`src/rtl/core/sdi_pkg.sv`:
```
// Shared types, constants and time helpers for the scheduled dimming interpolator.
package sdi_pkg;

    typedef struct packed {
        logic       req_type;
        logic [2:0] point_index;
        logic       point_present;
        logic [4:0] point_hour;
        logic [5:0] point_minute;
        logic [7:0] point_level;
        logic [4:0] query_hour;
        logic [5:0] query_minute;
        logic [5:0] query_second;
    } sdi_item_t;

    typedef struct packed {
        logic [7:0] level;
        logic [7:0] duty;
        logic       supply_off;
    } sdi_result_t;

    typedef struct packed {
        logic [4:0] hour;
        logic [5:0] minute;
        logic [7:0] level;
    } sdi_point_t;

    typedef enum logic [3:0] {
        ST_IDLE,
        ST_SCAN,
        ST_PREP,
        ST_ADJ,
        ST_DIFF,
        ST_MUL,
        ST_DIV,
        ST_CLAMP,
        ST_LVL,
        ST_DMUL
    } sdi_state_t;

    localparam logic REQ_WRITE = 1'b0;
    localparam logic REQ_QUERY = 1'b1;

    // register index, taken from paddr[2]
    localparam logic REG_MAX_LEVEL = 1'b0;

    localparam logic [7:0] MAX_LEVEL_RESET = 8'hFF;
    localparam int HALF_W = 16;
    localparam int SEC_W  = 17;
    localparam int WRAP_W = 18;
    localparam int MUL_A_W = 17;
    localparam int MUL_B_W = 8;
    localparam int PROD_W  = MUL_A_W + MUL_B_W;
    localparam int DIV_D_W = 17;
    localparam logic [WRAP_W-1:0] DAY_SECONDS = WRAP_W'(86400);
    localparam logic [7:0] LEVEL_TOP = 8'hFF;

    function automatic logic [HALF_W-1:0] sdi_half_of(input logic [4:0] h, input logic [5:0] m);
        return HALF_W'(h * 1800 + m * 30);
    endfunction

    function automatic logic [SEC_W-1:0] sdi_sec_of(input logic [4:0] h, input logic [5:0] m);
        return SEC_W'(h * 3600 + m * 60);
    endfunction

endpackage

```
`src/rtl/core/sdi_ram.sv`:
```
// Generic single-write, single-read RAM with registered read data.
module sdi_ram #(
    parameter int WIDTH = 19,
    parameter int DEPTH = 8,
    localparam int AW = $clog2(DEPTH)
) (
    input  logic             clk,
    input  logic             we,
    input  logic [AW-1:0]    waddr,
    input  logic [WIDTH-1:0] wdata,
    input  logic [AW-1:0]    raddr,
    output logic [WIDTH-1:0] rdata
);

    logic [WIDTH-1:0] mem [DEPTH];
    logic [WIDTH-1:0] rdata_reg;

    always_ff @(posedge clk)
    begin
        if (we)
        begin
            mem[waddr] <= wdata;
        end
        rdata_reg <= mem[raddr];
    end

    assign rdata = rdata_reg;

endmodule

```
`src/rtl/core/sdi_serial_mul.sv`:
```
// Bit-serial shift-and-add multiplier, one multiplier bit per cycle.
module sdi_serial_mul #(
    parameter int A_W = 17,
    parameter int B_W = 8,
    localparam int P_W = A_W + B_W
) (
    input  logic           clk,
    input  logic           rst_n,
    input  logic           start,
    input  logic [A_W-1:0] a,
    input  logic [B_W-1:0] b,
    output logic           done,
    output logic [P_W-1:0] prod
);

    localparam int CNT_W = $clog2(B_W + 1);

    logic [P_W-1:0]   a_reg, a_next;
    logic [B_W-1:0]   b_reg, b_next;
    logic [P_W-1:0]   acc_reg, acc_next;
    logic [CNT_W-1:0] cnt_reg, cnt_next;
    logic             done_reg, done_next;

    always_comb
    begin
        a_next    = a_reg;
        b_next    = b_reg;
        acc_next  = acc_reg;
        cnt_next  = cnt_reg;
        done_next = 1'b0;
        if (start)
        begin
            a_next   = P_W'(a);
            b_next   = b;
            acc_next = '0;
            cnt_next = CNT_W'(B_W);
        end
        else if (cnt_reg != '0)
        begin
            if (b_reg[0])
            begin
                acc_next = acc_reg + a_reg;
            end
            a_next    = a_reg << 1;
            b_next    = b_reg >> 1;
            cnt_next  = cnt_reg - CNT_W'(1);
            done_next = (cnt_reg == CNT_W'(1));
        end
    end

    always_ff @(posedge clk or negedge rst_n)
    begin
        if (!rst_n)
        begin
            cnt_reg  <= '0;
            done_reg <= 1'b0;
        end
        else
        begin
            cnt_reg  <= cnt_next;
            done_reg <= done_next;
        end
    end

    always_ff @(posedge clk)
    begin
        a_reg   <= a_next;
        b_reg   <= b_next;
        acc_reg <= acc_next;
    end

    assign done = done_reg;
    assign prod = acc_reg;

endmodule

```
`src/rtl/core/sdi_serial_div.sv`:
```
// Restoring bit-serial divider, one quotient bit per cycle.
module sdi_serial_div #(
    parameter int N_W = 25,
    parameter int D_W = 17
) (
    input  logic           clk,
    input  logic           rst_n,
    input  logic           start,
    input  logic [N_W-1:0] dividend,
    input  logic [D_W-1:0] divisor,
    output logic           done,
    output logic [N_W-1:0] quotient
);

    localparam int CNT_W = $clog2(N_W + 1);

    logic [N_W-1:0]   q_reg, q_next;
    logic [D_W-1:0]   rem_reg, rem_next;
    logic [D_W-1:0]   dvs_reg, dvs_next;
    logic [CNT_W-1:0] cnt_reg, cnt_next;
    logic             done_reg, done_next;
    logic [D_W:0]     part;
    logic             qbit;

    always_comb
    begin
        q_next    = q_reg;
        rem_next  = rem_reg;
        dvs_next  = dvs_reg;
        cnt_next  = cnt_reg;
        done_next = 1'b0;
        part      = {rem_reg, q_reg[N_W-1]};
        qbit      = (part >= {1'b0, dvs_reg});
        if (start)
        begin
            q_next   = dividend;
            rem_next = '0;
            dvs_next = divisor;
            cnt_next = CNT_W'(N_W);
        end
        else if (cnt_reg != '0)
        begin
            if (qbit)
            begin
                rem_next = D_W'(part - {1'b0, dvs_reg});
            end
            else
            begin
                rem_next = part[D_W-1:0];
            end
            q_next    = {q_reg[N_W-2:0], qbit};
            cnt_next  = cnt_reg - CNT_W'(1);
            done_next = (cnt_reg == CNT_W'(1));
        end
    end

    always_ff @(posedge clk or negedge rst_n)
    begin
        if (!rst_n)
        begin
            cnt_reg  <= '0;
            done_reg <= 1'b0;
        end
        else
        begin
            cnt_reg  <= cnt_next;
            done_reg <= done_next;
        end
    end

    always_ff @(posedge clk)
    begin
        q_reg   <= q_next;
        rem_reg <= rem_next;
        dvs_reg <= dvs_next;
    end

    assign done     = done_reg;
    assign quotient = q_reg;

endmodule

```
`src/rtl/core/scheduled_dimming_interpolator.sv`:
```
// Scheduled dimming interpolator top level: point table, scan sequencer and serial math.
//
// Usage:
//   Command channel: drive item and raise start; the transaction is taken at a rising
//   edge where start is high and busy is low. Each transaction gives exactly one result
//   on result, marked by a one-cycle done pulse; the receiver cannot stall it.
//   Write transactions (req_type 0) store one schedule point and return a registered
//   result of zeros; busy stays low, so a new transaction may follow in the next cycle.
//   A query on an empty table (slot 0 absent) also returns straight from idle, with
//   supply_off set. Other queries scan the table one slot per cycle through the point
//   RAM until a slot brackets the query time, run the time arithmetic (ST_PREP, ST_ADJ,
//   ST_DIFF), then the serial multiplier, the serial divider, a clamp step and a second
//   serial multiply for the duty value; the result is then registered. When the two
//   points coincide, the first multiply, the divide and the clamp are skipped.
//   Configuration: APB, register 0 (max_level) at byte address 0; write only while idle.
//   Reset: all slots are marked absent through per-slot valid bits, max_level = 255,
//   no clearing pass; the block takes transactions in the first cycle after reset.
module scheduled_dimming_interpolator #(
    parameter int POINTS = 8
) (
    input  logic                clk,
    input  logic                rst_n,
    input  logic                start,
    output logic                busy,
    input  sdi_pkg::sdi_item_t  item,
    output logic                done,
    output sdi_pkg::sdi_result_t result,
    input  logic                psel,
    input  logic                penable,
    input  logic                pwrite,
    input  logic [2:0]          paddr,
    input  logic [31:0]         pwdata,
    output logic [31:0]         prdata,
    output logic                pready
);

    import sdi_pkg::*;

    localparam int AW = $clog2(POINTS);
    localparam int CW = $clog2(POINTS + 1);

    sdi_state_t state_reg, state_next;
    logic [CW-1:0]     ctr_reg, ctr_next;
    logic [POINTS-1:0] valid_reg, valid_next;
    logic [7:0]        max_level_reg;
    logic              done_reg, done_next;
    sdi_result_t       result_reg, result_next;

    sdi_item_t         item_reg, item_next;
    logic [HALF_W-1:0] cur_reg, cur_next;
    logic [HALF_W-1:0] last_reg, last_next;
    sdi_point_t        pt0_reg, pt0_next;
    sdi_point_t        prev_reg, prev_next;
    sdi_point_t        nxt_reg, nxt_next;
    logic [SEC_W-1:0]  t1_reg, t1_next;
    logic [WRAP_W-1:0] t2_reg, t2_next;
    logic [WRAP_W-1:0] tn_reg, tn_next;
    logic [DIV_D_W-1:0] span_reg, span_next;
    logic              neg_reg, neg_next;
    logic [7:0]        lvl_reg, lvl_next;

    logic              ram_we;
    logic [AW-1:0]     ram_raddr;
    sdi_point_t        ram_wdata;
    sdi_point_t        ent;
    logic [HALF_W-1:0] t_ent;
    logic [AW-1:0]     eidx;
    logic              hit;

    logic               mul_start, mul_done;
    logic [MUL_A_W-1:0] mul_a;
    logic [MUL_B_W-1:0] mul_b;
    logic [PROD_W-1:0]  mul_prod;
    logic               div_start, div_done;
    logic [PROD_W-1:0]  div_quot;

    logic [WRAP_W:0]    dt;
    logic [WRAP_W:0]    span_s;
    logic [WRAP_W-1:0]  t2_adj;
    logic [8:0]         dy;
    logic [PROD_W:0]    sum;
    logic [HALF_W:0]    dq;
    logic               cfg_write;

    sdi_ram #(
        .WIDTH ($bits(sdi_point_t)),
        .DEPTH (POINTS)
    ) u_points (
        .clk   (clk),
        .we    (ram_we),
        .waddr (AW'(item.point_index)),
        .wdata (ram_wdata),
        .raddr (ram_raddr),
        .rdata (ent)
    );

    sdi_serial_mul #(
        .A_W (MUL_A_W),
        .B_W (MUL_B_W)
    ) u_mul (
        .clk   (clk),
        .rst_n (rst_n),
        .start (mul_start),
        .a     (mul_a),
        .b     (mul_b),
        .done  (mul_done),
        .prod  (mul_prod)
    );

    sdi_serial_div #(
        .N_W (PROD_W),
        .D_W (DIV_D_W)
    ) u_div (
        .clk      (clk),
        .rst_n    (rst_n),
        .start    (div_start),
        .dividend (mul_prod),
        .divisor  (span_reg),
        .done     (div_done),
        .quotient (div_quot)
    );

    assign ram_wdata = '{hour: item.point_hour, minute: item.point_minute,
                         level: item.point_level};
    assign ram_raddr = (state_reg == ST_SCAN) ? ctr_reg[AW-1:0] : '0;
    assign t_ent     = sdi_half_of(ent.hour, ent.minute);
    assign eidx      = AW'(ctr_reg - CW'(1));

    always_comb
    begin
        state_next  = state_reg;
        ctr_next    = ctr_reg;
        valid_next  = valid_reg;
        done_next   = 1'b0;
        result_next = result_reg;
        item_next   = item_reg;
        cur_next    = cur_reg;
        last_next   = last_reg;
        pt0_next    = pt0_reg;
        prev_next   = prev_reg;
        nxt_next    = nxt_reg;
        t1_next     = t1_reg;
        t2_next     = t2_reg;
        tn_next     = tn_reg;
        span_next   = span_reg;
        neg_next    = neg_reg;
        lvl_next    = lvl_reg;
        ram_we      = 1'b0;
        mul_start   = 1'b0;
        mul_a       = '0;
        mul_b       = '0;
        div_start   = 1'b0;
        hit         = 1'b0;
        dt          = '0;
        span_s      = '0;
        t2_adj      = '0;
        dy          = '0;
        sum         = '0;
        dq          = '0;

        case (state_reg)
            ST_IDLE:
            begin
                if (start)
                begin
                    if (item.req_type == REQ_WRITE)
                    begin
                        if (32'(item.point_index) < POINTS)
                        begin
                            ram_we = 1'b1;
                            valid_next[AW'(item.point_index)] = item.point_present;
                        end
                        result_next = '0;
                        done_next   = 1'b1;
                    end
                    else if (!valid_reg[0])
                    begin
                        result_next = '{level: 8'd0, duty: 8'd0, supply_off: 1'b1};
                        done_next   = 1'b1;
                    end
                    else
                    begin
                        item_next  = item;
                        cur_next   = sdi_half_of(item.query_hour, item.query_minute)
                                   + HALF_W'(item.query_second[5:1]) + HALF_W'(1);
                        ctr_next   = CW'(1);
                        state_next = ST_SCAN;
                    end
                end
            end

            ST_SCAN:
            begin
                if (ctr_reg == CW'(1))
                begin
                    last_next = t_ent;
                    prev_next = ent;
                    pt0_next  = ent;
                end
                else if (valid_reg[eidx])
                begin
                    if (cur_reg > last_reg && cur_reg <= t_ent)
                    begin
                        hit        = 1'b1;
                        nxt_next   = ent;
                        state_next = ST_PREP;
                    end
                    else
                    begin
                        last_next = t_ent;
                        prev_next = ent;
                    end
                end
                if (!hit)
                begin
                    if (ctr_reg == CW'(POINTS))
                    begin
                        nxt_next   = pt0_reg;
                        state_next = ST_PREP;
                    end
                    else
                    begin
                        ctr_next = ctr_reg + CW'(1);
                    end
                end
            end

            ST_PREP:
            begin
                t1_next    = sdi_sec_of(prev_reg.hour, prev_reg.minute);
                t2_next    = WRAP_W'(sdi_sec_of(nxt_reg.hour, nxt_reg.minute));
                tn_next    = WRAP_W'(sdi_sec_of(item_reg.query_hour, item_reg.query_minute))
                           + WRAP_W'(item_reg.query_second);
                state_next = ST_ADJ;
            end

            ST_ADJ:
            begin
                t2_adj = (t2_reg < WRAP_W'(t1_reg)) ? t2_reg + DAY_SECONDS : t2_reg;
                if (t2_adj == WRAP_W'(t1_reg))
                begin
                    lvl_next   = nxt_reg.level;
                    state_next = ST_LVL;
                end
                else
                begin
                    t2_next = t2_adj;
                    if (tn_reg < WRAP_W'(t1_reg))
                    begin
                        tn_next = tn_reg + DAY_SECONDS;
                    end
                    state_next = ST_DIFF;
                end
            end

            ST_DIFF:
            begin
                dt        = {1'b0, tn_reg} - (WRAP_W + 1)'(t1_reg);
                dy        = {1'b0, nxt_reg.level} - {1'b0, prev_reg.level};
                // span is positive here, since ST_ADJ already wrapped t2 above t1
                span_s    = {1'b0, t2_reg} - (WRAP_W + 1)'(t1_reg);
                span_next = span_s[WRAP_W] ? DIV_D_W'(-span_s) : DIV_D_W'(span_s);
                neg_next  = dt[WRAP_W] ^ dy[8] ^ span_s[WRAP_W];
                mul_a     = dt[WRAP_W] ? MUL_A_W'(-dt) : MUL_A_W'(dt);
                mul_b     = dy[8] ? MUL_B_W'(-dy) : MUL_B_W'(dy);
                mul_start = 1'b1;
                state_next = ST_MUL;
            end

            ST_MUL:
            begin
                if (mul_done)
                begin
                    div_start  = 1'b1;
                    state_next = ST_DIV;
                end
            end

            ST_DIV:
            begin
                if (div_done)
                begin
                    state_next = ST_CLAMP;
                end
            end

            ST_CLAMP:
            begin
                if (neg_reg)
                begin
                    if (div_quot >= PROD_W'(prev_reg.level))
                    begin
                        lvl_next = 8'd0;
                    end
                    else
                    begin
                        lvl_next = prev_reg.level - div_quot[7:0];
                    end
                end
                else
                begin
                    sum = (PROD_W + 1)'(div_quot) + (PROD_W + 1)'(prev_reg.level);
                    if (sum > (PROD_W + 1)'(LEVEL_TOP))
                    begin
                        lvl_next = LEVEL_TOP;
                    end
                    else
                    begin
                        lvl_next = sum[7:0];
                    end
                end
                state_next = ST_LVL;
            end

            ST_LVL:
            begin
                mul_a      = MUL_A_W'(max_level_reg);
                mul_b      = lvl_reg;
                mul_start  = 1'b1;
                state_next = ST_DMUL;
            end

            ST_DMUL:
            begin
                if (mul_done)
                begin
                    // x/255 as (x + x/256 + 1)/256, exact below 65535
                    dq = (HALF_W + 1)'(mul_prod[HALF_W-1:0])
                       + (HALF_W + 1)'(mul_prod[HALF_W-1:8]) + (HALF_W + 1)'(1);
                    result_next = '{level: lvl_reg, duty: dq[15:8],
                                    supply_off: (lvl_reg == 8'd0)};
                    done_next   = 1'b1;
                    state_next  = ST_IDLE;
                end
            end

            default:
            begin
                state_next = ST_IDLE;
            end
        endcase
    end

    always_ff @(posedge clk or negedge rst_n)
    begin
        if (!rst_n)
        begin
            state_reg <= ST_IDLE;
            ctr_reg   <= '0;
            valid_reg <= '0;
            done_reg  <= 1'b0;
        end
        else
        begin
            state_reg <= state_next;
            ctr_reg   <= ctr_next;
            valid_reg <= valid_next;
            done_reg  <= done_next;
        end
    end

    always_ff @(posedge clk)
    begin
        result_reg <= result_next;
        item_reg   <= item_next;
        cur_reg    <= cur_next;
        last_reg   <= last_next;
        pt0_reg    <= pt0_next;
        prev_reg   <= prev_next;
        nxt_reg    <= nxt_next;
        t1_reg     <= t1_next;
        t2_reg     <= t2_next;
        tn_reg     <= tn_next;
        span_reg   <= span_next;
        neg_reg    <= neg_next;
        lvl_reg    <= lvl_next;
    end

    // config port
    assign cfg_write = psel && penable && pwrite && (paddr[2] == REG_MAX_LEVEL);

    always_ff @(posedge clk or negedge rst_n)
    begin
        if (!rst_n)
        begin
            max_level_reg <= MAX_LEVEL_RESET;
        end
        else if (cfg_write)
        begin
            max_level_reg <= pwdata[7:0];
        end
    end

    assign prdata = (paddr[2] == REG_MAX_LEVEL) ? {24'd0, max_level_reg} : '0;
    assign pready = 1'b1;
    assign busy   = (state_reg != ST_IDLE);
    assign done   = done_reg;
    assign result = result_reg;

endmodule
```
`config.mk`:
```
export PLATFORM = sky130hd
export DESIGN_NAME = scheduled_dimming_interpolator
export DESIGN_NICKNAME = d
export VERILOG_FILES = /design/src/rtl/core/sdi_pkg.sv /design/src/rtl/core/sdi_ram.sv /design/src/rtl/core/sdi_serial_mul.sv /design/src/rtl/core/sdi_serial_div.sv /design/src/rtl/core/scheduled_dimming_interpolator.sv
export SDC_FILE = /design/constraint.sdc
export NUM_CORES = 1
export LEC_CHECK = 0
export ABC_CLOCK_PERIOD_IN_PS = 7600
export BUFFER_PORTS_ARGS = -buffer_cell sky130_fd_sc_hd__buf_2
export CAP_MARGIN = 20
export CORE_MARGIN = 2
export CORE_UTILIZATION = 30
export DETAILED_ROUTE_END_ITERATION = 7
export PLACE_DENSITY = 0.48
export SLEW_MARGIN = 20
export SYNTH_ARGS = -nofsm -noshare
export SYNTH_HDL_FRONTEND = slang
export SYNTH_SLANG_ARGS = --single-unit
```
`constraint.sdc`:
```
create_clock -name clk -period 7.6 [get_ports clk]
set_input_delay 1.14 -clock clk [delete_from_list [all_inputs] [get_ports clk]]
set_output_delay 1.14 -clock clk [all_outputs]
set_load 0.02 [all_outputs]
```
==> summary.md, run 1 <==
| Metric | Value |
|---|---|
| Register area share after synthesis | `0.427` |
| Cell area after synthesis | `34300 um2` |
| Iter 0 DRT Violations | `1460` |
| Hold Buf Count CTS | `0` |
| Post-DRT Antenna Nets | `0` |
| Skew final | `0.0362 ns` |
| TritonCTS clock tree | `yes` |
| R2R cell count | `27` |
| H-tree levels | `3` |
| Layout cell share with drive strength beyond 1 | `0.0829` |
| Clk_lat worst skew | `0.65 ns` |
| Placed Cells | `4863` |
| Biggest register | `u_points.mem` |
| Port-buffer cells | `82` |
| Clock Tree Root | `clkbuf_16` |
| DP HPWL | `62600 um` |
| Mapped Cells | `3357` |
| Total negative slack | `0 ns` |
| Tcrit/Tclk final | `0.885` |
| Post-CTS setup buffer count | `0` |
| CORE AREA | `113000 um2` |
| Number of synthesized flops with an enable pin | `411` |
| Vias in the first global route | `23.8k` |
| Cell Count, Final, Fillers Out | `4986` |
| Top FF cell, synth | `edfxtp_1` |
| Max Fclk | `149 MHz` |
| #FFs+latches synth | `516` |
| CP Class | `flop to flop` |
| Routed wire length | `84700 um` |
| Clock transition at path regs | `0.06 ns` |
| Maximum vdd drop | `0.163 mV` |
| Global-route wire length before repair | `136000 um` |
| P&R area growth vs syn | `12.9%` |
| Vias | `24.0k` |
| Reg2reg setup slack | `0.88 ns` |
| Avg Cell Area, Syn | `10.2 um2` |
| Site Rows | `123` |
| Slew of the pin with the lowest slew margin | `0.995 ns` |
| Final #Nets | `3952` |
| Clk sinks | `516` |
| Status | `completed` |
| RSZ-0062 raised after global routing | `no` |
| Max transition margin | `0.337` |
| Critical Path Start Type | `flop` |
| Overflow after GRT | `0` |
| Largest net degree at the start of global routing | `57` |
| Ratio of total power to cell area | `191 nW/um2` |
| Routability congestion estimate | `0.844` |
| Drt first pass iters | `8` |
| DIE AREA | `117000 um2` |
| Worst Path Required | `8.10 ns` |
| Critical path fanouts, max | `41` |
| Max reg flops | `152` |
| Final Critical Period | `6.72 ns` |
| CP Capture Type | `flop` |
| Die Wd | `342 um` |
| DR WL/cell | `17.0 um` |
| Starting Density | `0.303` |
| Hold depth | `0` |
| All-Layer GR Usage | `0.146` |
| Asr flop ratio synth | `0.0698` |
| Max cap viols | `0` |
| CTS Buf Count | `66` |
| Gates resized, CTS repair | `0` |
| Worst endpoint data arrival time | `7.22 ns` |
| Die Span Y | `342 um` |
| Ports | `134` |
| Initial antenna violation count | `5` |
| Vias per cell | `4.82` |
| Final setup violating endpoints | `0` |
| Remaining DRCs | `0` |
| Fin. Hold Viols | `0` |
| Clk buf depth | `3` |
| YS warnings | `0` |
| Tightest Hold Check Type | `flop to flop` |
| P_leak | `15.8 nW` |
| Cell variety after synth | `90` |
| Max Slew Vio Count | `0` |
==> cell type report <==
cell class,count,area (um2)
inverters,268,1010
well taps,1500,1880
repair buffers,118,709
multi-input cells,2464,18200
clock buffers,81,1730
flip-flops and latches,516,14600
clock inverters,38,532
fillers,11500,74300
diodes,1,2.50
==> path summary, 6_finish.rpt <==
kind                                    start          endpoint
setup / recovery           u_points.rdata[11]      state_reg[0]
min in group asynchronous               rst_n  u_div.cnt_reg[3]
hold reg to reg                   span_reg[5]  u_div.dvs_reg[5]
hold / removal                    span_reg[5]  u_div.dvs_reg[5]
max in group asynchronous               rst_n        ctr_reg[0]
setup reg to reg           u_points.rdata[11]      state_reg[0]
==> placed cells by master, fill, tap and decap left out, drive strengths merged, types with 48 or more instances in the layout <==
master / instances
a21oi: 252
nand3: 100
edfxtp: 411
nand2: 301
ha: 362
nor2: 213
xnor2: 163
o21ai: 209
dfxtp: 69
a21o: 78
nor3: 55
nor2b: 48
xor2: 74
inv: 269
buf: 118
clkbuf: 81
fa: 74
==> layer usage <==
layer / up-vias / wire [um] / track usage
met2: 305 / 39900 / 0.243
met5: - / 38 / 0
met1: 11500 / 40200 / 0.196
met3: 102 / 2890 / 0.0261
met4: 6 / 1740 / 0.0361
li1: 12100 / - / -
==> Yosys cell counts (20+ instances only) <==
master / count / share of area
o21ai_0: 205 / 0.030
nand2b_1: 24 / 0.0044
xnor2_1: 163 / 0.042
clkbuf_1: 95 / 0.010
nand2_1: 301 / 0.033
edfxtp_1: 411 / 0.36
fa_1: 74 / 0.043
o21bai_1: 47 / 0.010
dfxtp_1: 69 / 0.040
a21o_1: 78 / 0.017
mux2i_1: 35 / 0.010
nor3_1: 55 / 0.0080
dfrtp_1: 28 / 0.020
nor2_1: 213 / 0.023
o21a_1: 42 / 0.0092
nand3_1: 100 / 0.015
buf_4: 25 / 0.0055
and3_1: 20 / 0.0037
ha_1: 362 / 0.13
inv_1: 266 / 0.029
nor2b_1: 48 / 0.0088
a21oi_1: 252 / 0.037
or3_1: 27 / 0.0049
xor2_1: 74 / 0.019
nand4_1: 23 / 0.0042
a211oi_1: 22 / 0.0048
==> metrics by stage <==
step           setup WS [ns]  total power, W  area, um2   util  hold slack, ns
4_1_cts                0.817         0.00753      38600  0.342           0.421
6_report               0.875         0.00741      38700  0.342           0.419
5_1_grt                0.232         0.00778      38700  0.342           0.424
3_5_place_dp           0.860         0.00424      36400  0.322           0.407
3_3_place_gp           0.919         0.00423      36400  0.322           0.403
2_1_floorplan          0.957         0.00397      34400      -           0.400
==> critical path: stages (launching register included) <==
cell and delay, ns:
dfxtp_1 0.45, inv_1 0.19, fa_1 0.49, fa_1 0.51, inv_1 0.04, ha_1 0.32
a21oi_1 0.23, xnor2_1 0.10, ha_1 0.32, inv_1 0.06, o21bai_1 0.20, a21oi_1 0.10
o21bai_1 0.19, a21oi_1 0.10, o21ai_0 0.32, and2_1 0.24, xnor2_1 0.13, ha_1 0.26
a21o_1 0.19, a21o_1 0.17, a21oi_1 0.27, o21a_1 0.18, a221oi_1 0.08, a21oi_1 0.40
nand2_1 0.09, buf_4 0.29, and3_1 0.28, or3_1 0.37
==> power by group <==
group | total [W] | switching [W] | internal, W | leakage, nW
Clock | 0.00324 | 0.00131 | 0.00193 | 1.09
Combinational | 0.000925 | 0.000514 | 0.000411 | 10.1
Sequential | 0.00324 | 0.000113 | 0.00313 | 4.59
Total | 0.00741 | 0.00194 | 0.00547 | 15.8
==> logic make-up after synthesis <==
group           Yosys count  share of synthesized area
flops                   516                      0.427
mux                      55                     0.0175
buf+inv                 400                     0.0471
fa+ha+maj               436                      0.175
simple gates            905                      0.126
compound gates          806                      0.146
other cells               2                   0.000219
xor+xnor                237                     0.0606
Power figures use the tool's default switching activity.
==> run 2: changes to the inputs <==
--- a/config.mk
+++ b/config.mk
@@ -8,5 +8,5 @@
 export ABC_CLOCK_PERIOD_IN_PS = 7600
 export BUFFER_PORTS_ARGS = -buffer_cell sky130_fd_sc_hd__buf_2
-export CAP_MARGIN = 20
+export CAP_MARGIN = 15
 export CORE_MARGIN = 2
 export CORE_UTILIZATION = 30
==> constraint.sdc (replaced) <==
create_clock -name clk -period 7.6 [get_ports clk]
set_input_delay 0.76 -clock clk [delete_from_list [all_inputs] [get_ports clk]]
set_output_delay 0.76 -clock clk [all_outputs]
set_load 0.02 [all_outputs]
==> run 2 against run 1 <==
  * Sequential share of layout area hardly changed
  * Setup slack worse by 0.043 ns
  * Worst hold slack got worse by 0.18 ns
  * Fmax decreased by 0.64%
  * Routed wire length grew 0.37%
  * Register-to-register slack worse by 0.04 ns
  * Combinational power hardly changed
  * Die area unchanged
  * Utilization hardly changed
  * Clock skew is 0.013 ns lower
  * Clock power is essentially flat
  * Non-clock buffer count is 4 lower
  * Critical endpoint unchanged
==> summary.md, run 2 (synthesized netlist as in run 1, its figures left out) <==
| Metric | Value |
|---|---|
| Status | `completed` |
| Layout cell share with drive strength beyond 1 | `0.0824 (-0.000550)` |
| CTS Buf Count | `66 (unchanged)` |
| Tcrit/Tclk final | `0.890 (+0.00566)` |
| Max Fclk | `148 MHz (-0.64%)` |
| Ports | `134 (unchanged)` |
| Final setup violating endpoints | `0 (unchanged)` |
| Total negative slack | `0 ns (unchanged)` |
| Die Span Y | `342 um (unchanged)` |
| Ratio of total power to cell area | `192 nW/um2 (+0.13%)` |
| Routability congestion estimate | `0.857 (+1.6%)` |
| H-tree levels | `3 (unchanged)` |
| Cell Count, Final, Fillers Out | `4984 (-0.040%)` |
| Site Rows | `123 (unchanged)` |
| Global-route wire length before repair | `135000 um (-0.29%)` |
| Placed Cells | `4861 (-0.041%)` |
| Remaining DRCs | `0 (unchanged)` |
| Ant diodes | `0 (-1)` |
| CP startpoint | `u_points.rdata[11]` |
| Critical path fanouts, max | `41 (unchanged)` |
| All-Layer GR Usage | `0.146 (about the same)` |
| Post-DRT Antenna Nets | `0 (unchanged)` |
| Hold Buf Count CTS | `0 (unchanged)` |
| Fin. Hold Viols | `0 (unchanged)` |
| Vias | `23.9k (-0.32%)` |
| Max transition margin | `0.317 (-0.0197)` |
| DIE AREA | `117000 um2 (unchanged)` |
| Biggest register | `u_points.mem` |
| Max reg flops | `152 (unchanged)` |
| CP Capture Type | `flop` |
| Iter 0 DRT Violations | `1372 (-6.0%)` |
| Most common cell after layout, fill and taps aside | `edfxtp_1` |
| Critical Path Start Type | `flop` |
| Final Critical Period | `6.77 ns (+0.0430 ns)` |
| Most used cell, CP | `a21oi_1` |
| CORE AREA | `113000 um2 (unchanged)` |
| Largest net degree at the start of global routing | `84 (+47%)` |
| Clk sinks | `516 (unchanged)` |
| Slowest-stage cell, CP | `fa_1` |
| Starting Density | `0.303 (unchanged)` |
| Slew of the pin with the lowest slew margin | `1.02 ns (+0.0233 ns)` |
| Max cap viols | `0 (unchanged)` |
| RSZ-0062 raised after global routing | `no` |
| Port-buffer cells | `82 (unchanged)` |
| Initial antenna violation count | `6 (+1)` |
| Filler cell count | `11.5k (-0.24%)` |
| Worst Path Required | `8.12 ns (+0.02 ns)` |
| Crit path largest cell delay | `0.52 ns (about the same)` |
| Clk buf depth | `3 (unchanged)` |
| Drt first pass iters | `5 (-3)` |
| CP Class | `flop to flop` |
| Vias in the first global route | `23.7k (-0.50%)` |
| P&R area growth vs syn | `12.8% (about the same)` |
| Highest-count cells in the layout ignoring fill and taps | `edfxtp_1, ha_1, nand2_1` |
| Final #Nets | `3948 (-0.10%)` |
| Vias per cell | `4.80 (-0.28%)` |
| Reg-to-reg startpoint | `u_points.rdata[11]` |
| Post-CTS setup buffer count | `0 (unchanged)` |
| Maximum vdd drop | `0.151 mV (-7.1%)` |
| DR WL/cell | `17.1 um (+0.41%)` |
| DP HPWL | `62700 um (+0.13%)` |
| Max Slew Vio Count | `0 (unchanged)` |
| Die Wd | `342 um (unchanged)` |
| TritonCTS clock tree | `yes` |
| Clock Tree Root | `clkbuf_16` |
| Clock transition at path regs | `0.06 ns (about the same)` |
| Routed wire length | `85100 um (+0.37%)` |
| Gates resized, CTS repair | `0 (unchanged)` |
| Overflow after GRT | `0 (unchanged)` |
| Clk_lat worst skew | `0.64 ns (about the same)` |
| Worst endpoint data arrival time | `7.28 ns (+0.06 ns)` |
| Skew final | `0.0233 ns (-0.0129 ns)` |
| P_leak | `15.8 nW (-0.14%)` |
| Tightest Hold Check Type | `primary input to async pin` |
-- run 2: changes by cell type in the layout (fill, tap and decap cells not counted), sizes merged --
cell	change
buf	-4
clkbuf	+2
inv	-1
bufinv	-1
diode	-1
clkinv	+3
-- run 2: where the power goes --
part / internal [W] / switching, W / leakage, nW
registers: 0.00313 / 0.000112 / 4.59
clock network: 0.00192 / 0.00132 / 1.09
logic: 0.000410 / 0.000514 / 10.1
-- run 2: metrics by stage --
step           hold WS, ns  power [W]  setup slack, ns  cell area [um2]  utilization
5_1_grt              0.248    0.00775            0.159            38700        0.342
6_report             0.236    0.00741            0.832            38700        0.342
3_3_place_gp         0.402    0.00423            0.856            36400        0.322
4_1_cts              0.213    0.00752            0.759            38600        0.342
3_5_place_dp         0.406    0.00423            0.809            36400        0.322
2_1_floorplan        0.400    0.00397            0.957            34400            -
-- run 2: path summary, 6_finish.rpt --
kind	to	slack, ns	depth (start not counted)
max	state_reg[0]	0.83	27
min	u_div.cnt_reg[4]	0.24	2
max reg2reg	state_reg[0]	0.83	27
min reg2reg	u_div.dvs_reg[15]	0.42	0
max in group asynchronous	ctr_reg[2]	6.91	2
min in group clk	item_reg[0]	0.34	1
-- run 2: critical path, delay by kind of cell, from the launching register on --
kind            cells  cell delay [ns]
xor+xnor            2             0.23
simple gates        4             0.93
flops               1             0.48
compound gates     12             2.46
fa+ha+maj           5             1.90
buf+inv             4             0.60
-- run 2: routing by layer --
layer	vias up	wire (um)	global-route usage
li1	12100	-	-
met1	11400	40500	0.196
met2	279	39700	0.242
met3	116	2860	0.0250
met4	10	1900	0.0385
met5	-	58	0
-- run 2: layout make-up --
type / instances / area, um2 / share of cell area
Tap cell: 1500 / 1880 / 0.0485
Sequential cell: 516 / 14600 / 0.379
Inverter: 268 / 1010 / 0.0260
Clock buffer: 83 / 1770 / 0.0457
Multi-Input combinational cell: 2464 / 18200 / 0.471
Clock inverter: 39 / 512 / 0.0132
Timing Repair Buffer: 114 / 663 / 0.0172
==> run 3: changes to the inputs <==
Settings changed: ABC_CLOCK_PERIOD_IN_PS 7600 to 6230, PLACE_DENSITY 0.48 to 0.47.
Clock period 7.6 ns to 6.23 ns, I/O delays scaled along.
==> run 3 against run 2 <==
  * Register-to-register slack worse by 0.46 ns
  * Largest power group unchanged
  * Largest cell class unchanged
  * Total power rose by 22%
  * Flip-flop and latch count did not move
  * Combinational power up 22%
  * Die area stayed put
  * Highest routed layer unchanged
==> summary.md, run 3 (synthesized netlist as in run 1, its figures left out) <==
| Metric | Value |
|---|---|
| Final #Nets | `3971 (+0.58%)` |
| CP Class | `flop to flop` |
| Clk_lat worst skew | `0.63 ns (about the same)` |
| Max reg flops | `152 (unchanged)` |
| Overflow after GRT | `0 (unchanged)` |
| Ports | `134 (unchanged)` |
| DR WL/cell | `17.1 um (+0.39%)` |
| P&R area growth vs syn | `13.5%` |
| Multi-input logic area | `18300 um2 (+0.32%)` |
| Tcrit/Tclk final | `0.941 (+0.0502)` |
| Ratio of total power to cell area | `232 nW/um2 (+21%)` |
| Maximum vdd drop | `0.214 mV (+41%)` |
| Clock transition at path regs | `0.06 ns (about the same)` |
| CP Capture Type | `flop` |
| Clk sinks | `516 (unchanged)` |
| Reg-to-reg startpoint | `u_points.rdata[9]` |
| Port-buffer cells | `82 (unchanged)` |
| Routed wire length | `85800 um (+0.85%)` |
| Most common cell after layout, fill and taps aside | `edfxtp_1` |
| Skew final | `0.0207 ns (-0.00254 ns)` |
| Layout cell share with drive strength beyond 1 | `0.0930 (+0.0106)` |
| DIE AREA | `117000 um2 (unchanged)` |
| Remaining DRCs | `0 (unchanged)` |
| Max Fclk | `171 MHz (+15%)` |
| Slowest-stage cell, CP | `fa_1` |
| Worst endpoint data arrival time | `6.24 ns (-1.04 ns)` |
| Die Span Y | `342 um (unchanged)` |
| Vias per cell | `4.83 (+0.65%)` |
| Filler cell count | `11.5k (+0.087%)` |
| Total power | `0.00903 W (+22%)` |
| Critical Path Start Type | `flop` |
| Max cap viols | `0 (unchanged)` |
| CP bufs+invs | `6 (+2)` |
| TritonCTS clock tree | `yes` |
| Clk buf depth | `3 (unchanged)` |
| DP HPWL | `63000 um (+0.57%)` |
| Site Rows | `123 (unchanged)` |
| Reg area | `14600 um2 (about the same)` |
| R2R cell count | `28 (+3.7%)` |
| Drt first pass iters | `5 (unchanged)` |
| Crit path largest cell delay | `0.55 ns (+0.03 ns)` |
| Fin. Hold Viols | `0 (unchanged)` |
| Biggest register | `u_points.mem` |
| Slew of the pin with the lowest slew margin | `0.988 ns (-0.0300 ns)` |
| Critical path fanouts, max | `8 (-80%)` |
| Reg2reg setup slack | `0.37 ns (-0.46 ns)` |
| Vias | `24.2k (+1.1%)` |
| Tightest Hold Check Type | `primary input to async pin` |
| Placed Cells | `4878 (+0.35%)` |
| Initial antenna violation count | `3 (-3)` |
| Largest net degree at the start of global routing | `57 (-32%)` |
| Critical path's top delay family | `adder cells` |
| Cell Count, Final, Fillers Out | `5007 (+0.46%)` |
| Die Wd | `342 um (unchanged)` |
| Max Slew Vio Count | `0 (unchanged)` |
| H-tree levels | `3 (unchanged)` |
| Post-DRT Antenna Nets | `0 (unchanged)` |
| Highest-count cells in the layout ignoring fill and taps | `edfxtp_1, ha_1, nand2_1` |
| Iter 0 DRT Violations | `1307 (-4.7%)` |
| Vias in the first global route | `24.1k (+1.8%)` |
| Worst Path Required | `6.61 ns (-1.51 ns)` |
| Hold Buf Count CTS | `0 (unchanged)` |
| Most used cell, CP | `a21oi_2` |
| Starting Density | `0.303 (unchanged)` |
| P_leak | `15.9 nW (+0.80%)` |
| CORE AREA | `113000 um2 (unchanged)` |
| All-Layer GR Usage | `0.148 (+0.00227)` |
| Global-route wire length before repair | `137000 um (+1.6%)` |
| Routability congestion estimate | `0.864 (+0.83%)` |
| Final setup violating endpoints | `0 (unchanged)` |
| Final Critical Period | `5.86 ns (-0.907 ns)` |
| CTS Buf Count | `67 (+1.5%)` |
| Max transition margin | `0.341 (+0.0242)` |
| RR Endpoint | `nxt_reg[15]` |
| Clock Tree Root | `clkbuf_16` |
| Status | `completed` |
run 3: metrics by stage:
stage / area, um2 / hold slack (ns) / setup TNS (ns) / setup WS [ns] / utilization
finish: 38900 / 0.110 / 0 / 0.369 / 0.344
global route: 38900 / 0.105 / -0.0186 / -0.0104 / 0.344
CTS: 38700 / 0.0842 / 0 / 0.00673 / 0.343
detailed placement: 36500 / 0.407 / 0 / 0.0256 / 0.323
global placement: 36500 / 0.401 / 0 / 0.0929 / 0.323
floorplan: 34400 / 0.327 / 0 / 0.145 / -
run 3: per-layer routing:
metal  GRT usage  wire, um  part of all wire
met1       0.197     40000              0.47
met5           0        27           0.00031
met4      0.0400      2130             0.025
met2       0.248     40600              0.47
met3      0.0253      3050             0.036
run 3: layout make-up:
type,count,share of cell area
multi-input cells,2464,0.470
flip-flops and latches,516,0.377
well taps,1500,0.0483
clock buffers,85,0.0456
inverters,268,0.0259
repair buffers,136,0.0221
clock inverters,36,0.0119
diodes,2,0.000129
run 3: what timing repair did:
item | 4_1_cts | 5_1_grt
gates resized for setup | 0 | 18
setup buffers | 0 | 5
endpoints found under the setup margin | 0 | 58
run 3: worst max-delay path by stage:
stage / from / to / slack, ns / cells after the start
floorplan: u_points.rdata[11] / last_reg[10] / 0.15 / 24
detailed placement: u_points.rdata[9] / state_reg[1] / 0.03 / 28
CTS: u_points.rdata[9] / state_reg[1] / 0.007 / 28
global placement: u_points.rdata[9] / state_reg[1] / 0.09 / 28
global route: u_points.rdata[9] / nxt_reg[15] / -0.01 / 28
finish: u_points.rdata[9] / nxt_reg[15] / 0.37 / 28
run 3: power by group:
group          leakage [nW]  total [W]  switching, W  internal [W]
clock                  1.09    0.00394       0.00160       0.00235
combinational          10.2    0.00113      0.000630      0.000500
sequential             4.59    0.00395      0.000133       0.00382
